--- config.mk ---
export PLATFORM = sky130hd
export DESIGN_NAME = usb_config_descriptor_parser_top
export DESIGN_NICKNAME = d
export VERILOG_FILES = /design/src/hdl/ucdp_pkg.sv /design/src/hdl/ucdp_front.sv /design/src/hdl/ucdp_queue.sv /design/src/hdl/ucdp_back.sv /design/src/hdl/usb_config_descriptor_parser_top.sv
export SDC_FILE = /design/constraint.sdc
export NUM_CORES = 1
export LEC_CHECK = 0
export BUFFER_PORTS_ARGS = -buffer_cell sky130_fd_sc_hd__buf_2
export CAP_MARGIN = 5
export CORE_UTILIZATION = 50
export DETAILED_ROUTE_END_ITERATION = 16
export GPL_TIMING_DRIVEN = 0
export PLACE_DENSITY = 0.76
export RECOVER_POWER = 50
export REMOVE_ABC_BUFFERS = 1
export SYNTH_ARGS = -nofsm -noshare
export SYNTH_HDL_FRONTEND = slang
export SYNTH_SLANG_ARGS = --single-unit
--- constraint.sdc ---
create_clock -name clk_i -period 6.7 [get_ports clk_i]
set_clock_uncertainty 0.1 [all_clocks]
set_input_delay 1.34 -clock clk_i [delete_from_list [all_inputs] [get_ports clk_i]]
set_output_delay 1.34 -clock clk_i [all_outputs]
set_load 0.1 [all_outputs]
--- src/hdl/ucdp_pkg.sv ---
// shared types and constants of the configuration descriptor parser
package ucdp_pkg;

  // descriptor type codes
  localparam logic [7:0] KindInterface = 8'd4;
  localparam logic [7:0] KindEndpoint  = 8'd5;

  // smallest lengths that count
  localparam logic [7:0] MinDescLen  = 8'd2;
  localparam logic [7:0] MinEpLen    = 8'd7;
  localparam logic [7:0] MinIfaceLen = 8'd9;

  // capture slots
  localparam int unsigned CapSlots   = 5;
  localparam int unsigned ClassSlots = 3;

  // byte offsets of the captured fields
  localparam logic [7:0] EpFirstPos    = 8'd2;
  localparam logic [7:0] IfaceFirstPos = 8'd5;

  // depth of the queue between front and back
  localparam int unsigned QueueDepth = 4;

  // record kinds
  typedef enum logic {
    RecEndpoint = 1'b0,
    RecSummary  = 1'b1
  } rec_kind_e;

  // one queued job: an endpoint record, a summary, or both
  typedef struct packed {
    logic        emit_ep;
    logic        emit_sum;
    logic [3:0]  ep_number;
    logic        ep_dir_in;
    logic [1:0]  ep_xfer_type;
    logic [10:0] ep_max_packet;
    logic [7:0]  ep_interval;
    logic [7:0]  iface_class;
    logic [7:0]  iface_subclass;
    logic [7:0]  iface_protocol;
    logic [4:0]  ep_total;
    logic        stopped_early;
  } job_t;

endpackage

--- src/hdl/ucdp_front.sv ---
// front part: walks the descriptor chain and queues record jobs
module ucdp_front #(
  parameter int unsigned MAX_ENDPOINTS = 16
) (
  input  logic            clk_i,
  input  logic            rst_ni,
  input  logic            acc_i,
  input  logic [7:0]      data_byte_i,
  input  logic            end_of_buffer_i,
  output logic            push_o,
  output ucdp_pkg::job_t  job_o
);

  logic [7:0] pos_q, pos_d;
  logic [7:0] len_q, len_d;
  logic [7:0] kind_q, kind_d;
  logic [7:0] cap_q [ucdp_pkg::CapSlots];
  logic [7:0] cap_d [ucdp_pkg::CapSlots];
  logic [7:0] cls_q [ucdp_pkg::ClassSlots];
  logic [7:0] cls_d [ucdp_pkg::ClassSlots];
  logic [4:0] cnt_q, cnt_d;
  logic       halt_q, halt_d;

  logic       done;
  logic       overrun;
  logic       emit_ep;

  always_comb begin
    pos_d   = pos_q;
    len_d   = len_q;
    kind_d  = kind_q;
    cap_d   = cap_q;
    cls_d   = cls_q;
    cnt_d   = cnt_q;
    halt_d  = halt_q;
    done    = 1'b0;
    overrun = 1'b0;
    emit_ep = 1'b0;

    if (acc_i && !halt_q) begin
      if (pos_q == 8'd0) begin
        len_d  = data_byte_i;
        kind_d = 8'd0;
      end else if (pos_q == 8'd1) begin
        kind_d = data_byte_i;
        if (len_q < ucdp_pkg::MinDescLen) begin
          halt_d = 1'b1;
        end
      end else begin
        for (int i = 0; i < ucdp_pkg::CapSlots; i++) begin
          if (kind_q == ucdp_pkg::KindEndpoint && pos_q == ucdp_pkg::EpFirstPos + 8'(i)) begin
            cap_d[i] = data_byte_i;
          end
        end
        for (int i = 0; i < ucdp_pkg::ClassSlots; i++) begin
          if (kind_q == ucdp_pkg::KindInterface &&
              pos_q == ucdp_pkg::IfaceFirstPos + 8'(i)) begin
            cap_d[i] = data_byte_i;
          end
        end
      end

      if (!halt_d) begin
        done = (pos_q != 8'd0) && ({1'b0, pos_q} + 9'd1 == {1'b0, len_d});
        if (done) begin
          if (kind_d == ucdp_pkg::KindEndpoint && len_d >= ucdp_pkg::MinEpLen &&
              cnt_q < 5'(MAX_ENDPOINTS)) begin
            emit_ep = 1'b1;
            cnt_d   = cnt_q + 5'd1;
          end else if (kind_d == ucdp_pkg::KindInterface &&
                       len_d >= ucdp_pkg::MinIfaceLen && cls_q[0] == 8'd0) begin
            for (int i = 0; i < ucdp_pkg::ClassSlots; i++) begin
              cls_d[i] = cap_d[i];
            end
          end
          pos_d = 8'd0;
        end else begin
          overrun = end_of_buffer_i && (pos_q != 8'd0);
          pos_d   = pos_q + 8'd1;
        end
      end
    end

    // job built from the updated state
    job_o.emit_ep        = emit_ep;
    job_o.emit_sum       = acc_i && end_of_buffer_i;
    job_o.ep_number      = cap_d[0][3:0];
    job_o.ep_dir_in      = cap_d[0][7];
    job_o.ep_xfer_type   = cap_d[1][1:0];
    job_o.ep_max_packet  = {cap_d[3][2:0], cap_d[2]};
    job_o.ep_interval    = cap_d[4];
    job_o.iface_class    = cls_d[0];
    job_o.iface_subclass = cls_d[1];
    job_o.iface_protocol = cls_d[2];
    job_o.ep_total       = cnt_d;
    job_o.stopped_early  = halt_d || overrun;
    push_o               = emit_ep || (acc_i && end_of_buffer_i);

    // end of buffer clears everything
    if (acc_i && end_of_buffer_i) begin
      pos_d  = 8'd0;
      len_d  = 8'd0;
      kind_d = 8'd0;
      cnt_d  = 5'd0;
      halt_d = 1'b0;
      for (int i = 0; i < ucdp_pkg::CapSlots; i++) begin
        cap_d[i] = 8'd0;
      end
      for (int i = 0; i < ucdp_pkg::ClassSlots; i++) begin
        cls_d[i] = 8'd0;
      end
    end
  end

  always_ff @(posedge clk_i or negedge rst_ni) begin
    if (!rst_ni) begin
      pos_q  <= 8'd0;
      len_q  <= 8'd0;
      kind_q <= 8'd0;
      cnt_q  <= 5'd0;
      halt_q <= 1'b0;
      for (int i = 0; i < ucdp_pkg::CapSlots; i++) begin
        cap_q[i] <= 8'd0;
      end
      for (int i = 0; i < ucdp_pkg::ClassSlots; i++) begin
        cls_q[i] <= 8'd0;
      end
    end else begin
      pos_q  <= pos_d;
      len_q  <= len_d;
      kind_q <= kind_d;
      cnt_q  <= cnt_d;
      halt_q <= halt_d;
      cap_q  <= cap_d;
      cls_q  <= cls_d;
    end
  end

endmodule

--- src/hdl/ucdp_queue.sv ---
// small job queue between front and back
module ucdp_queue #(
  parameter int unsigned DEPTH = 4
) (
  input  logic            clk_i,
  input  logic            rst_ni,
  input  logic            push_i,
  input  ucdp_pkg::job_t  push_job_i,
  input  logic            pop_i,
  output logic            full_o,
  output logic            nonempty_o,
  output ucdp_pkg::job_t  head_o
);

  localparam int unsigned PtrW = (DEPTH > 1) ? $clog2(DEPTH) : 1;
  localparam int unsigned CntW = $clog2(DEPTH + 1);

  ucdp_pkg::job_t  mem_q [DEPTH];
  logic [PtrW-1:0] wr_q, wr_d;
  logic [PtrW-1:0] rd_q, rd_d;
  logic [CntW-1:0] cnt_q, cnt_d;

  assign full_o     = (cnt_q == CntW'(DEPTH));
  assign nonempty_o = (cnt_q != '0);
  assign head_o     = mem_q[rd_q];

  always_comb begin
    wr_d  = wr_q;
    rd_d  = rd_q;
    cnt_d = cnt_q;
    if (push_i) begin
      wr_d = (wr_q == PtrW'(DEPTH - 1)) ? '0 : wr_q + 1'b1;
    end
    if (pop_i) begin
      rd_d = (rd_q == PtrW'(DEPTH - 1)) ? '0 : rd_q + 1'b1;
    end
    if (push_i && !pop_i) begin
      cnt_d = cnt_q + 1'b1;
    end else if (pop_i && !push_i) begin
      cnt_d = cnt_q - 1'b1;
    end
  end

  always_ff @(posedge clk_i or negedge rst_ni) begin
    if (!rst_ni) begin
      wr_q  <= '0;
      rd_q  <= '0;
      cnt_q <= '0;
    end else begin
      wr_q  <= wr_d;
      rd_q  <= rd_d;
      cnt_q <= cnt_d;
    end
  end

  always_ff @(posedge clk_i) begin
    if (push_i) begin
      mem_q[wr_q] <= push_job_i;
    end
  end

endmodule

--- src/hdl/ucdp_back.sv ---
// back part: turns queued jobs into output words
module ucdp_back (
  input  logic            clk_i,
  input  logic            rst_ni,
  input  logic            job_valid_i,
  input  ucdp_pkg::job_t  job_i,
  output logic            pop_o,
  output logic            out_valid_o,
  input  logic            out_stall_i,
  output logic            record_kind_o,
  output logic [3:0]      ep_number_o,
  output logic            ep_dir_in_o,
  output logic [1:0]      ep_xfer_type_o,
  output logic [10:0]     ep_max_packet_o,
  output logic [7:0]      ep_interval_o,
  output logic [7:0]      iface_class_o,
  output logic [7:0]      iface_subclass_o,
  output logic [7:0]      iface_protocol_o,
  output logic [4:0]      ep_total_o,
  output logic            stopped_early_o,
  output logic            last_of_run_o
);

  logic vld_q, vld_d;
  logic half_q, half_d;   // endpoint word of the head job already sent
  logic load;
  logic send_ep;

  assign load    = job_valid_i && (!vld_q || !out_stall_i);
  assign send_ep = job_i.emit_ep && !half_q;

  always_comb begin
    vld_d  = vld_q && out_stall_i;
    half_d = half_q;
    pop_o  = 1'b0;
    if (load) begin
      vld_d = 1'b1;
      if (send_ep && job_i.emit_sum) begin
        half_d = 1'b1;
      end else begin
        half_d = 1'b0;
        pop_o  = 1'b1;
      end
    end
  end

  always_ff @(posedge clk_i or negedge rst_ni) begin
    if (!rst_ni) begin
      vld_q  <= 1'b0;
      half_q <= 1'b0;
    end else begin
      vld_q  <= vld_d;
      half_q <= half_d;
    end
  end

  always_ff @(posedge clk_i) begin
    if (load) begin
      if (send_ep) begin
        record_kind_o    <= ucdp_pkg::RecEndpoint;
        ep_number_o      <= job_i.ep_number;
        ep_dir_in_o      <= job_i.ep_dir_in;
        ep_xfer_type_o   <= job_i.ep_xfer_type;
        ep_max_packet_o  <= job_i.ep_max_packet;
        ep_interval_o    <= job_i.ep_interval;
        iface_class_o    <= 8'd0;
        iface_subclass_o <= 8'd0;
        iface_protocol_o <= 8'd0;
        ep_total_o       <= 5'd0;
        stopped_early_o  <= 1'b0;
        last_of_run_o    <= !job_i.emit_sum;
      end else begin
        record_kind_o    <= ucdp_pkg::RecSummary;
        ep_number_o      <= 4'd0;
        ep_dir_in_o      <= 1'b0;
        ep_xfer_type_o   <= 2'd0;
        ep_max_packet_o  <= 11'd0;
        ep_interval_o    <= 8'd0;
        iface_class_o    <= job_i.iface_class;
        iface_subclass_o <= job_i.iface_subclass;
        iface_protocol_o <= job_i.iface_protocol;
        ep_total_o       <= job_i.ep_total;
        stopped_early_o  <= job_i.stopped_early;
        last_of_run_o    <= 1'b1;
      end
    end
  end

  assign out_valid_o = vld_q;

endmodule

--- src/hdl/usb_config_descriptor_parser_top.sv ---
// top level of the usb configuration descriptor parser
//
//  channel | direction | handshake                | payload
//  --------+-----------+--------------------------+-------------------------------------
//  in      | input     | in_valid_i / in_stall_o  | data_byte_i, end_of_buffer_i
//  out     | output    | out_valid_o / out_stall_i| record_kind_o .. last_of_run_o
//
// one input word per cycle while in_stall_o is low; the front updates the parse state in the cycle it takes a byte
// a job goes from the front through the job queue into the output register; a job that carries both an
// endpoint record and the summary occupies the output register for two words in a row
// in_stall_o rises only when the job queue is full, which happens only under output stall
// asynchronous active-low reset clears the parse state, the queue and the output valid
module usb_config_descriptor_parser_top #(
  parameter int unsigned MAX_ENDPOINTS = 16
) (
  input  logic        clk_i,
  input  logic        rst_ni,
  // input channel
  input  logic        in_valid_i,
  output logic        in_stall_o,
  input  logic [7:0]  data_byte_i,
  input  logic        end_of_buffer_i,
  // output channel
  output logic        out_valid_o,
  input  logic        out_stall_i,
  output logic        record_kind_o,
  output logic [3:0]  ep_number_o,
  output logic        ep_dir_in_o,
  output logic [1:0]  ep_xfer_type_o,
  output logic [10:0] ep_max_packet_o,
  output logic [7:0]  ep_interval_o,
  output logic [7:0]  iface_class_o,
  output logic [7:0]  iface_subclass_o,
  output logic [7:0]  iface_protocol_o,
  output logic [4:0]  ep_total_o,
  output logic        stopped_early_o,
  output logic        last_of_run_o
);

  logic           in_acc;
  logic           push;
  ucdp_pkg::job_t push_job;
  logic           q_full;
  logic           q_nonempty;
  ucdp_pkg::job_t head_job;
  logic           pop;

  // queue full is the only input back-pressure
  assign in_stall_o = q_full;
  assign in_acc     = in_valid_i && !q_full;

  // parse state and job classification
  ucdp_front #(
    .MAX_ENDPOINTS (MAX_ENDPOINTS)
  ) u_front (
    .clk_i           (clk_i),
    .rst_ni          (rst_ni),
    .acc_i           (in_acc),
    .data_byte_i     (data_byte_i),
    .end_of_buffer_i (end_of_buffer_i),
    .push_o          (push),
    .job_o           (push_job)
  );

  // decouples parsing from output stalls
  ucdp_queue #(
    .DEPTH (ucdp_pkg::QueueDepth)
  ) u_queue (
    .clk_i      (clk_i),
    .rst_ni     (rst_ni),
    .push_i     (push),
    .push_job_i (push_job),
    .pop_i      (pop),
    .full_o     (q_full),
    .nonempty_o (q_nonempty),
    .head_o     (head_job)
  );

  // record formatting and output register
  ucdp_back u_back (
    .clk_i            (clk_i),
    .rst_ni           (rst_ni),
    .job_valid_i      (q_nonempty),
    .job_i            (head_job),
    .pop_o            (pop),
    .out_valid_o      (out_valid_o),
    .out_stall_i      (out_stall_i),
    .record_kind_o    (record_kind_o),
    .ep_number_o      (ep_number_o),
    .ep_dir_in_o      (ep_dir_in_o),
    .ep_xfer_type_o   (ep_xfer_type_o),
    .ep_max_packet_o  (ep_max_packet_o),
    .ep_interval_o    (ep_interval_o),
    .iface_class_o    (iface_class_o),
    .iface_subclass_o (iface_subclass_o),
    .iface_protocol_o (iface_protocol_o),
    .ep_total_o       (ep_total_o),
    .stopped_early_o  (stopped_early_o),
    .last_of_run_o    (last_of_run_o)
  );

endmodule

==> results of run 1 <==
## logic make-up (layout without fill, tap and decap cells)
| group | Yosys count | in the layout | share of synthesized area [%] |
|---|---|---|---|
| AOI/OAI and AO/OA | 117 | 117 | 4.94 |
| xor gates and xnor gates | 22 | 22 | 1.20 |
| adders and majority gates | 12 | 12 | 0.984 |
| buffers and inverters | 69 | 176 | 2.02 |
| DFF | 388 | 388 | 69.7 |
| muxes | 110 | 110 | 11.7 |
| and+or+nand+nor | 270 | 270 | 9.43 |
## Yosys cell counts (13+ instances only)
library cell / number / area share, %
mux4_2: 58 / 8.2
nand2_1: 76 / 1.8
nor3_1: 14 / 0.44
nor2_1: 20 / 0.47
o21ai_0: 21 / 0.66
dfrtp_1: 98 / 15
nand3_1: 26 / 0.81
nor2b_1: 36 / 1.4
a22o_1: 22 / 1.2
a21oi_1: 32 / 1.0
xnor2_1: 18 / 0.98
inv_1: 13 / 0.30
and2_1: 25 / 0.98
mux2_2: 38 / 2.7
clkbuf_1: 33 / 0.77
and3_1: 32 / 1.2
edfxtp_1: 290 / 54
## path summary, 6_finish.rpt
path	startpoint	to	slack [ps]
worst max-delay path	data_byte_i[2]	u_queue.mem_q[2][28]$_DFFE_PP_	1380
worst min-delay path	u_front.cap_q[37]$_DFFE_PN0P_	u_front.cap_q[37]$_DFFE_PN0P_	380
worst max register to register	u_front.pos_q[0]$_DFFE_PN0P_	u_queue.mem_q[2][28]$_DFFE_PP_	1460
worst min register to register	u_front.cap_q[37]$_DFFE_PN0P_	u_front.cap_q[37]$_DFFE_PN0P_	380
max in group asynchronous	rst_ni	u_queue.rd_q[1]$_DFFE_PN0P_	4000
min in group asynchronous	rst_ni	u_queue.wr_q[1]$_DFFE_PN0P_	1210
## power groups by stage
stage,Sequential (W),Clock [W],Combinational [W]
after floorplan,0.00459,0,0.00109
after global placement,0.00348,0,0.00281
after detailed placement,0.00332,0,0.00300
after CTS,0.00328,0.00232,0.00302
after global routing,0.00333,0.00242,0.00306
final,0.00328,0.00228,0.00291
## sequential cells by signal, indices dropped and copies added (netlist names), 4 cells and up
name                     cells
u_front.cls_q               24
u_front.cap_q               35
u_back.ep_interval_o         8
u_back.iface_subclass_o      8
u_queue.mem_q              232
u_front.pos_q                8
u_back.ep_number_o           4
u_back.ep_max_packet_o      11
u_back.ep_total_o            5
u_front.len_q                8
u_back.iface_protocol_o      8
u_front.kind_q               8
u_back.iface_class_o         8
u_front.cnt_q                5
## cell type report
cell class | count | area share, %
Sequential cell | 388 | 61.4
Clock buffer | 51 | 6.11
Multi-Input combinational cell | 531 | 25.0
Clock inverter | 23 | 1.38
Tap cell | 402 | 2.76
Inverter | 14 | 0.289
Timing Repair Buffer | 88 | 3.12
## tightest hold or removal path, stage by stage (launching register included)
cell and delay (ps):
dfrtp_1 340, nand2_1 40, o21ai_0 60
## routing by layer
layer,track usage [%],up-vias,part of all wire (%)
met5,0,-,0
met4,6.24,0,2.4
met3,3.59,51,5.0
met2,34.6,250,50
met1,27.5,4572,42
li1,-,3954,-
## per-stage QoR
stage | setup WS [ps] | total power (W) | setup TNS [ps] | std cells | instance area, sq um
floorplan | 616 | 0.00568 | 0 | 933 | 15700
global placement | -2190 | 0.00629 | -506650 | 1407 | 16600
detailed placement | 1270 | 0.00632 | 0 | 1423 | 17000
CTS | 1780 | 0.00862 | 0 | 1497 | 18400
global route | 1060 | 0.00880 | 0 | 1497 | 18200
finish | 1380 | 0.00846 | 0 | 1497 | 18200
==> metrics.yaml, run 1 <==
multi_input_comb_area_sq_mm: 0.00454
synth.avg_cell_area_sq_um: 16.2
num_antenna_cells: 0
p_clk_share_pct: 27.0
path_buf_inv: 3
synth_cells: 988
seq_power_share_pct: 38.7
status: "complete, but fails checks"
final_hold_viol_count: 0
cp.arrival_ps: 5430
layout_common_cells: "290 x edfxtp_1, 97 x dfrtp_1, 76 x nand2_1"
slowest_stage: "nand4_1"
cts_tree: "built"
cp_top_family: "simple AND/OR/NAND/NOR gates"
slowest_delay_ps: 890
holdPathStages: 2
drt-total-wl_mm: 32.6
syn_to_final_growth_pct: 13.6
rows: 65
ant_nets: 0
post_cts_resized: 0
dp_hpwl_mm: 20.4
synth_edf_count: 290
hold_path.class: "register to register"
initialDrtViolationCount: 814
period_share_pct: 79.4
grt_pass1_vias: 9213
final_common_cell: "edfxtp_1"
comb_power_share_pct: 34.3
timing.hold.ws_ps: 385
endpoint_kind: "register"
cts-root-buf: "clkbuf_16"
htree_levels: 2
fp.dieW_microns: 181
drcViolationCount: 0
avgRoutedWirePerCell_microns: 21.8
drv_slew: 110
netlist_area_sq_mm: 0.0160
dieHeight_microns: 181
required_ps: 6820
internal_power_w: 0.00520
cts_setup_buffers: 0
critPathLaunchType: "input pin"
ys_async_sr_fraction_pct: 25.3
dr.pass1.iters: 5
ctsLongestPathBuffers: 3
cap_violations: 5
clkTransAtPathRegs_ps: 60
p_per_area_mw_per_mm2: 465
power.static_leakage_nw: 6.82
coreArea_sq_mm: 0.0316
gr-total-overflow: 0
period_minus_slack_ps: 5320
regArea_sq_mm: 0.0112
synth-seq-cells: 388
grt_use_total_pct: 20.6
cp_cell_sequence: "buf_2, nor2b_1, nand4_1, and4_4, nor4_4, nand4_1, o31a_1, nor2b_4, buf_12, buf_12"
ctsHoldBuffers: 0
cts.sinks: 388
via_count: 8827
clock_latency_ps: 530
cp_num_cells: 10
grt_pass1_wl_mm: 51.7
via_per_inst: 5.90
ys_seq_area_share_pct: 69.7
start_util_pct: 50.8
post-route-util_pct: 57.7
fmax_mhz: 188
fin_nets: 1088
gp_congestion: 0.861
relSlewSlack_pct: -36.6
yosys_most_used_dff: "edfxtp_1"
synthDistinctLibCells: 66
drive_gt1_share_pct: 16.4
grt_max_degree: 70
tightest_slew_ps: 2050
ir_drop_mv: 0.262
violations: "capacitance limit, slew limit"
fillCellCount: 2362
antenna_found_initial: 0
r2r_cells: 11
synth_warnings: 0
path_max_fanout: 26
io_buffers: 72
dieArea_sq_mm: 0.0328
rsz0062_at_grt: "false"
numCtsBuffers: 40
path_class: "input pin to register"
setup_viol: 0
power_switching_w: 0.00326
switching_share_pct: 38.5
io_pins: 73
No activity file was read; power rests on OpenSTA's default activity.
==> run 2: changes to the inputs <==
==> constraint.sdc (replaced) <==
create_clock -name clk_i -period 4.95 [get_ports clk_i]
set_clock_uncertainty 0.1 [all_clocks]
set_input_delay 0.99 -clock clk_i [delete_from_list [all_inputs] [get_ports clk_i]]
set_output_delay 0.99 -clock clk_i [all_outputs]
set_load 0.1 [all_outputs]
==> run 2 against run 1 <==
The flow still finishes with violations (capacitance limit, slew limit). Combinational power rose by 35%. Utilization barely moved. Non-clock buffer count did not move. Largest power group unchanged. Power rose by 35%. Count of clock-buffer cells in the layout did not move. Register-to-register slack got worse by 1100 ps. Critical path type is now register to register.
==> metrics.yaml, run 2 (synthesis gave the netlist of run 1 again) <==
status: "complete, but fails checks"
violations: "capacitance limit, slew limit"
fmax_mhz: 218
grt_use_total_pct: 20.6  # unchanged
ctsLongestPathBuffers: 3  # unchanged
fp.dieW_microns: 181  # unchanged
layout_common_cells: "290 x edfxtp_1, 96 x dfrtp_1, 75 x nand2_1"
relSlewSlack_pct: -20.2  # +16 points
num_antenna_cells: 0  # unchanged
ctsHoldBuffers: 0  # unchanged
via_per_inst: 5.92  # +0.35%
antenna_found_initial: 0  # unchanged
syn_to_final_growth_pct: 13.6  # about the same
period_share_pct: 92.8
io_pins: 73  # unchanged
final_hold_viol_count: 0  # unchanged
cp_num_cells: 9  # -1
cp.arrival_ps: 4710  # -720 ps
cap_violations: 4  # -1
cts_setup_buffers: 0  # unchanged
numCtsBuffers: 40  # unchanged
hold_path.class: "register to register"
reg_top3: "u_queue.mem_q (232), u_front.cap_q (35), u_front.cls_q (24)"
tightest_slew_ps: 1800  # -245 ps
place_area_sq_mm: 0.0170  # unchanged
dp_hpwl_mm: 20.4  # unchanged
start_util_pct: 50.8  # unchanged
ant_nets: 0  # unchanged
slowest_delay_ps: 910  # +20 ps
cp_cell_sequence: "nor3b_1, nor3b_1, o21ai_2, nor4_4, o211ai_4, o31a_2, nor2b_4, buf_12, buf_12"
dr.pass1.iters: 5  # unchanged
dieArea_sq_mm: 0.0328  # unchanged
final_common_cell: "edfxtp_1"
finalNonFillerCells: 1497  # unchanged
htree_levels: 2  # unchanged
ir_drop_mv: 0.355  # +35%
worstReg2RegEnd: "u_queue.mem_q[2][13]$_DFFE_PP_"
design_area_sq_mm: 0.0182  # about the same
critPathLaunchType: "register"
slowest_stage: "nor3b_1"
endpoint_kind: "register"
io_buffers: 72  # unchanged
fin_nets: 1088  # unchanged
drive_gt1_share_pct: 16.9  # +0.46 points
reg2reg_from: "u_queue.cnt_q[2]$_DFFE_PN0P_"
r2r_cells: 9  # -2
rows: 65  # unchanged
via_count: 8858  # +0.35%
cts_tree: "built"
path_class: "register to register"
cp_top_family: "simple AND/OR/NAND/NOR gates"
critPathCapture: "u_queue.mem_q[2][13]$_DFFE_PP_"
cts-root-buf: "clkbuf_16"
required_ps: 5060  # -1760 ps
initialDrtViolationCount: 806  # -0.98%
path_max_fanout: 24  # -7.7%
fillCellCount: 2359  # -0.13%
gr-total-overflow: 0  # unchanged
drcViolationCount: 0  # unchanged
period_minus_slack_ps: 4600
gp_congestion: 0.861  # unchanged
grt_pass1_wl_mm: 51.7  # unchanged
grt_pass1_vias: 9213  # unchanged
drt-total-wl_mm: 32.7  # +0.19%
path_buf_inv: 2  # -1
rsz0062_at_grt: "false"
avgRoutedWirePerCell_microns: 21.8  # +0.19%
clock_latency_ps: 530  # about the same
setup_viol: 0  # unchanged
dieHeight_microns: 181  # unchanged
setup_ws_ps: 354  # -1030 ps
coreArea_sq_mm: 0.0316  # unchanged
grt_max_degree: 70  # unchanged
largest_register_ff_count: 232  # unchanged
dp_cells: 1423  # unchanged
r2r_setup_slack_ps: 350  # -1110 ps
drv_slew: 150  # +36%
clkTransAtPathRegs_ps: 60  # about the same
crit_start: "u_queue.cnt_q[2]$_DFFE_PN0P_"
timing.hold.ws_ps: 382  # -2.49 ps
cts.sinks: 388  # unchanged
dp_slack_ps: -133  # -1400 ps
regMostFlops: "u_queue.mem_q"
power.static_leakage_nw: 6.81  # about the same
p_per_area_mw_per_mm2: 630  # +35%
run 2: power by group:
group          internal [W]  switching [W]  total [W]
Sequential          0.00415       0.000295    0.00444
Combinational       0.00103        0.00291    0.00393
Clock               0.00186        0.00123    0.00309
Total               0.00704        0.00443     0.0115
run 2: area by class of cell:
cell class                 instances  area (sq um)  area share (%)
clock inverter                    23           251            1.38
timing repair buffer              88           546            3.00
tap                              402           503            2.76
inverter                          14          52.6           0.289
sequential                       388         11200            61.4
clock buffer                      51          1110            6.11
multi-input combinational        531          4560            25.1
run 2: timing repair:
action | 4_1_cts | 5_1_grt
resized for setup | 0 | 1
setup endpoints to repair | 0 | 1
hold endpoints to repair | 0 | 0
run 2: stage by stage:
stage | setup TNS [ps] | power, W | utilization, %
finish | 0 | 0.0115 | 57.7
global placement | -958100 | 0.00851 | 52.6
detailed placement | -1350 | 0.00856 | 53.9
floorplan | -202060 | 0.00769 | -
CTS | 0 | 0.0117 | 58.2
global route | 0 | 0.0119 | 57.7
run 2: worst min path at each step:
stage                                       start                             to  slack [ps]  cells past startpoint
finish              u_front.cap_q[37]$_DFFE_PN0P_  u_front.cap_q[37]$_DFFE_PN0P_         380                      2
global route        u_front.cap_q[37]$_DFFE_PN0P_  u_front.cap_q[37]$_DFFE_PN0P_         400                      2
CTS                                        rst_ni  u_front.kind_q[6]$_DFFE_PN0P_         310                      1
detailed placement  u_front.cap_q[38]$_DFFE_PN0P_  u_front.cap_q[38]$_DFFE_PN0P_         370                      2
global placement    u_front.cap_q[38]$_DFFE_PN0P_  u_front.cap_q[38]$_DFFE_PN0P_         360                      2
floorplan           u_front.cap_q[36]$_DFFE_PN0P_  u_front.cap_q[36]$_DFFE_PN0P_         350                      2
run 2: metal layers:
metal  vias up  global-route usage, %  part of all wire, %
li1       3955                      -                    -
met5         -                      0                    0
met1      4590                   27.5                   42
met2       257                   34.6                   50
met3        56                   3.59                  5.1
met4         0                   6.24                  2.5
run 2: worst register-to-register path: cells and delay by family, from the launching register on:
family	cells	cell delay, ps
and+or+nand+nor	4	2210
AOI/OAI and AO/OA	3	1050
DFF	1	390
buffers and inverters	2	510
==> run 3: changes to the inputs <==
--- a/config.mk
+++ b/config.mk
@@ -11,7 +11,6 @@
 export DETAILED_ROUTE_END_ITERATION = 16
 export GPL_TIMING_DRIVEN = 0
 export PLACE_DENSITY = 0.76
-export RECOVER_POWER = 50
 export REMOVE_ABC_BUFFERS = 1
 export SYNTH_ARGS = -nofsm -noshare
 export SYNTH_HDL_FRONTEND = slang
==> run 3 against run 2 <==
The flow now finishes without violations. Clock power hardly changed. Largest cell class unchanged. Wire length is essentially flat. Highest routed layer unchanged. Register-to-register slack improved by 30 ps. Critical path type unchanged. Critical endpoint is now u_queue.mem_q[1][27]$_DFFE_PP_. Fmax grew 0.71%. Count of clock-buffer cells in the layout did not move. Sequential cell count stayed put. Die area is the same. Power up 0.89%. Critical path depth increased by 2.
==> metrics.yaml, run 3 (synthesis gave the netlist of run 1 again) <==
finalPower_w: 0.0116  # +0.89%
grt_max_degree: 70  # unchanged
p_per_area_mw_per_mm2: 630  # about the same
initialDrtViolationCount: 800  # -0.74%
ant_nets: 0  # unchanged
dieHeight_microns: 181  # unchanged
final_common_cell: "edfxtp_1"
cts-root-buf: "clkbuf_16"
power.static_leakage_nw: 7.04  # +3.3%
cts_tree: "built"
io_pins: 73  # unchanged
reg_top3: "u_queue.mem_q (232), u_front.cap_q (35), u_front.cls_q (24)"
largest_register_ff_count: 232  # unchanged
cp.arrival_ps: 4680  # -30 ps
relSlewSlack_pct: 38.0  # +58 points
grt.met3_usage_pct: 3.59  # unchanged
num_antenna_cells: 0  # unchanged
gr-total-overflow: 0  # unchanged
drive_gt1_share_pct: 24.7  # +7.9 points
rows: 65  # unchanged
htree_levels: 2  # unchanged
fin_nets: 1088  # unchanged
cp_cell_sequence: "inv_1, ha_1, nor4b_1, nand2_1, mux2i_1, xnor2_1, nand4_4, o31a_2, nor2b_4, buf_12, buf_12"
grt_use_total_pct: 20.6  # unchanged
dp_cells: 1423  # unchanged
layout_common_cells: "290 x edfxtp_1, 96 x dfrtp_1, 75 x nand2_1"
grt_busiest_layer: "met2"
clkTransAtPathRegs_ps: 60  # about the same
cap_violations: 0  # -4
crit_top_cell: "buf_12"
via_count: 8839  # -0.21%
required_ps: 5060  # about the same
fp.dieW_microns: 181  # unchanged
ctsLongestPathBuffers: 3  # unchanged
dieArea_sq_mm: 0.0328  # unchanged
dp_hpwl_mm: 20.4  # unchanged
period_share_pct: 92.2  # -0.65 points
post-route-util_pct: 58.2  # +0.55 points
critPathLaunchType: "register"
status: "complete, no violations"
avgRoutedWirePerCell_microns: 21.8  # about the same
ir_drop_mv: 0.363  # +2.4%
clock_latency_ps: 530  # about the same
via_per_inst: 5.90  # -0.21%
ctsHoldBuffers: 0  # unchanged
io_buffers: 72  # unchanged
drv_slew: 0  # -100%
use_met1_pct: 27.5  # unchanged
fmax_mhz: 219  # +0.71%
hold_path.class: "input pin to async pin"
path_class: "register to register"
tightest_slew_ps: 928  # -876 ps
drt-total-wl_mm: 32.7  # about the same
regMostFlops: "u_queue.mem_q"
dr.pass1.iters: 5  # unchanged
finalNonFillerCells: 1497  # unchanged
start_util_pct: 50.8  # unchanged
period_minus_slack_ps: 4560  # -32.3 ps
final_hold_viol_count: 0  # unchanged
gp_congestion: 0.861  # unchanged
post_cts_resized: 0  # unchanged
path_max_fanout: 26  # +8.3%
cts_setup_buffers: 0  # unchanged
antenna_found_initial: 0  # unchanged
place_area_sq_mm: 0.0170  # unchanged
cts.sinks: 388  # unchanged
design_area_sq_mm: 0.0184  # +0.96%
grt_pass1_wl_mm: 51.7  # unchanged
slowest_stage: "o31a_2"
syn_to_final_growth_pct: 14.7
rsz0062_at_grt: "false"
slowest_delay_ps: 590  # -320 ps
grt_use_met2_pct: 34.6  # unchanged
coreArea_sq_mm: 0.0316  # unchanged
grt_pass1_vias: 9213  # unchanged
numCtsBuffers: 40  # unchanged
setup_viol: 0  # unchanged
setup_ws_ps: 386  # +32.3 ps
endpoint_kind: "register"
drcViolationCount: 0  # unchanged
dp_slack_ps: -133  # unchanged
run 3: cell count changes in the layout (fill, tap and decap cells not counted), sizes merged:
cell    before  now
buf         21   88
clkbuf     118   51
run 3: layout make-up:
type	count	area, sq um
Timing Repair Buffer	88	703
Inverter	14	52.6
Clock inverter	23	251
Fill cell	2341	13200
Tap cell	402	503
Multi-Input combinational cell	531	4580
Clock buffer	51	1110
Sequential cell	388	11200
run 3: per-stage QoR:
step / TNS, ps / hold WS, ps
after floorplan: -202060 / 349
after global placement: -958100 / 362
after detailed placement: -1350 / 371
after CTS: 0 / 305
after global routing: 0 / 330
final: 0 / 311
run 3: worst max-delay path: cells and delay by family (launching register included):
family / cells / cell delay [ps]
simple gates: 4 / 1560
buf+inv: 3 / 640
compound gates: 1 / 590
flops: 1 / 450
fa+ha+maj: 1 / 400
xor+xnor: 1 / 290
mux: 1 / 190
run 3: where the power goes:
part	total [W]	internal (W)	switching [W]
Clock	0.00309	0.00186	0.00123
Combinational	0.00405	0.00113	0.00292
Sequential	0.00443	0.00414	0.000288
run 3: routing by layer:
layer / vias to the layer above / part of all wire (%)
met4: 0 / 2.4
met2: 251 / 50
li1: 3951 / -
met3: 54 / 5.3
met5: - / 0
met1: 4583 / 42
run 3: worst paths after layout:
| path | start | cells past startpoint | slack [ps] | end |
|---|---|---|---|---|
| worst max-delay path | u_front.pos_q[0]$_DFFE_PN0P_ | 11 | 390 | u_queue.mem_q[1][27]$_DFFE_PP_ |
| worst min-delay path | rst_ni | 1 | 310 | u_front.len_q[5]$_DFFE_PN0P_ |
| worst max register to register | u_front.pos_q[0]$_DFFE_PN0P_ | 11 | 390 | u_queue.mem_q[1][27]$_DFFE_PP_ |
| worst min register to register | u_front.cap_q[37]$_DFFE_PN0P_ | 2 | 380 | u_front.cap_q[37]$_DFFE_PN0P_ |
| max in group asynchronous | rst_ni | 2 | 3740 | u_front.cls_q[4]$_DFF_PN0_ |
| min in group clk_i | u_front.cap_q[37]$_DFFE_PN0P_ | 2 | 380 | u_front.cap_q[37]$_DFFE_PN0P_ |
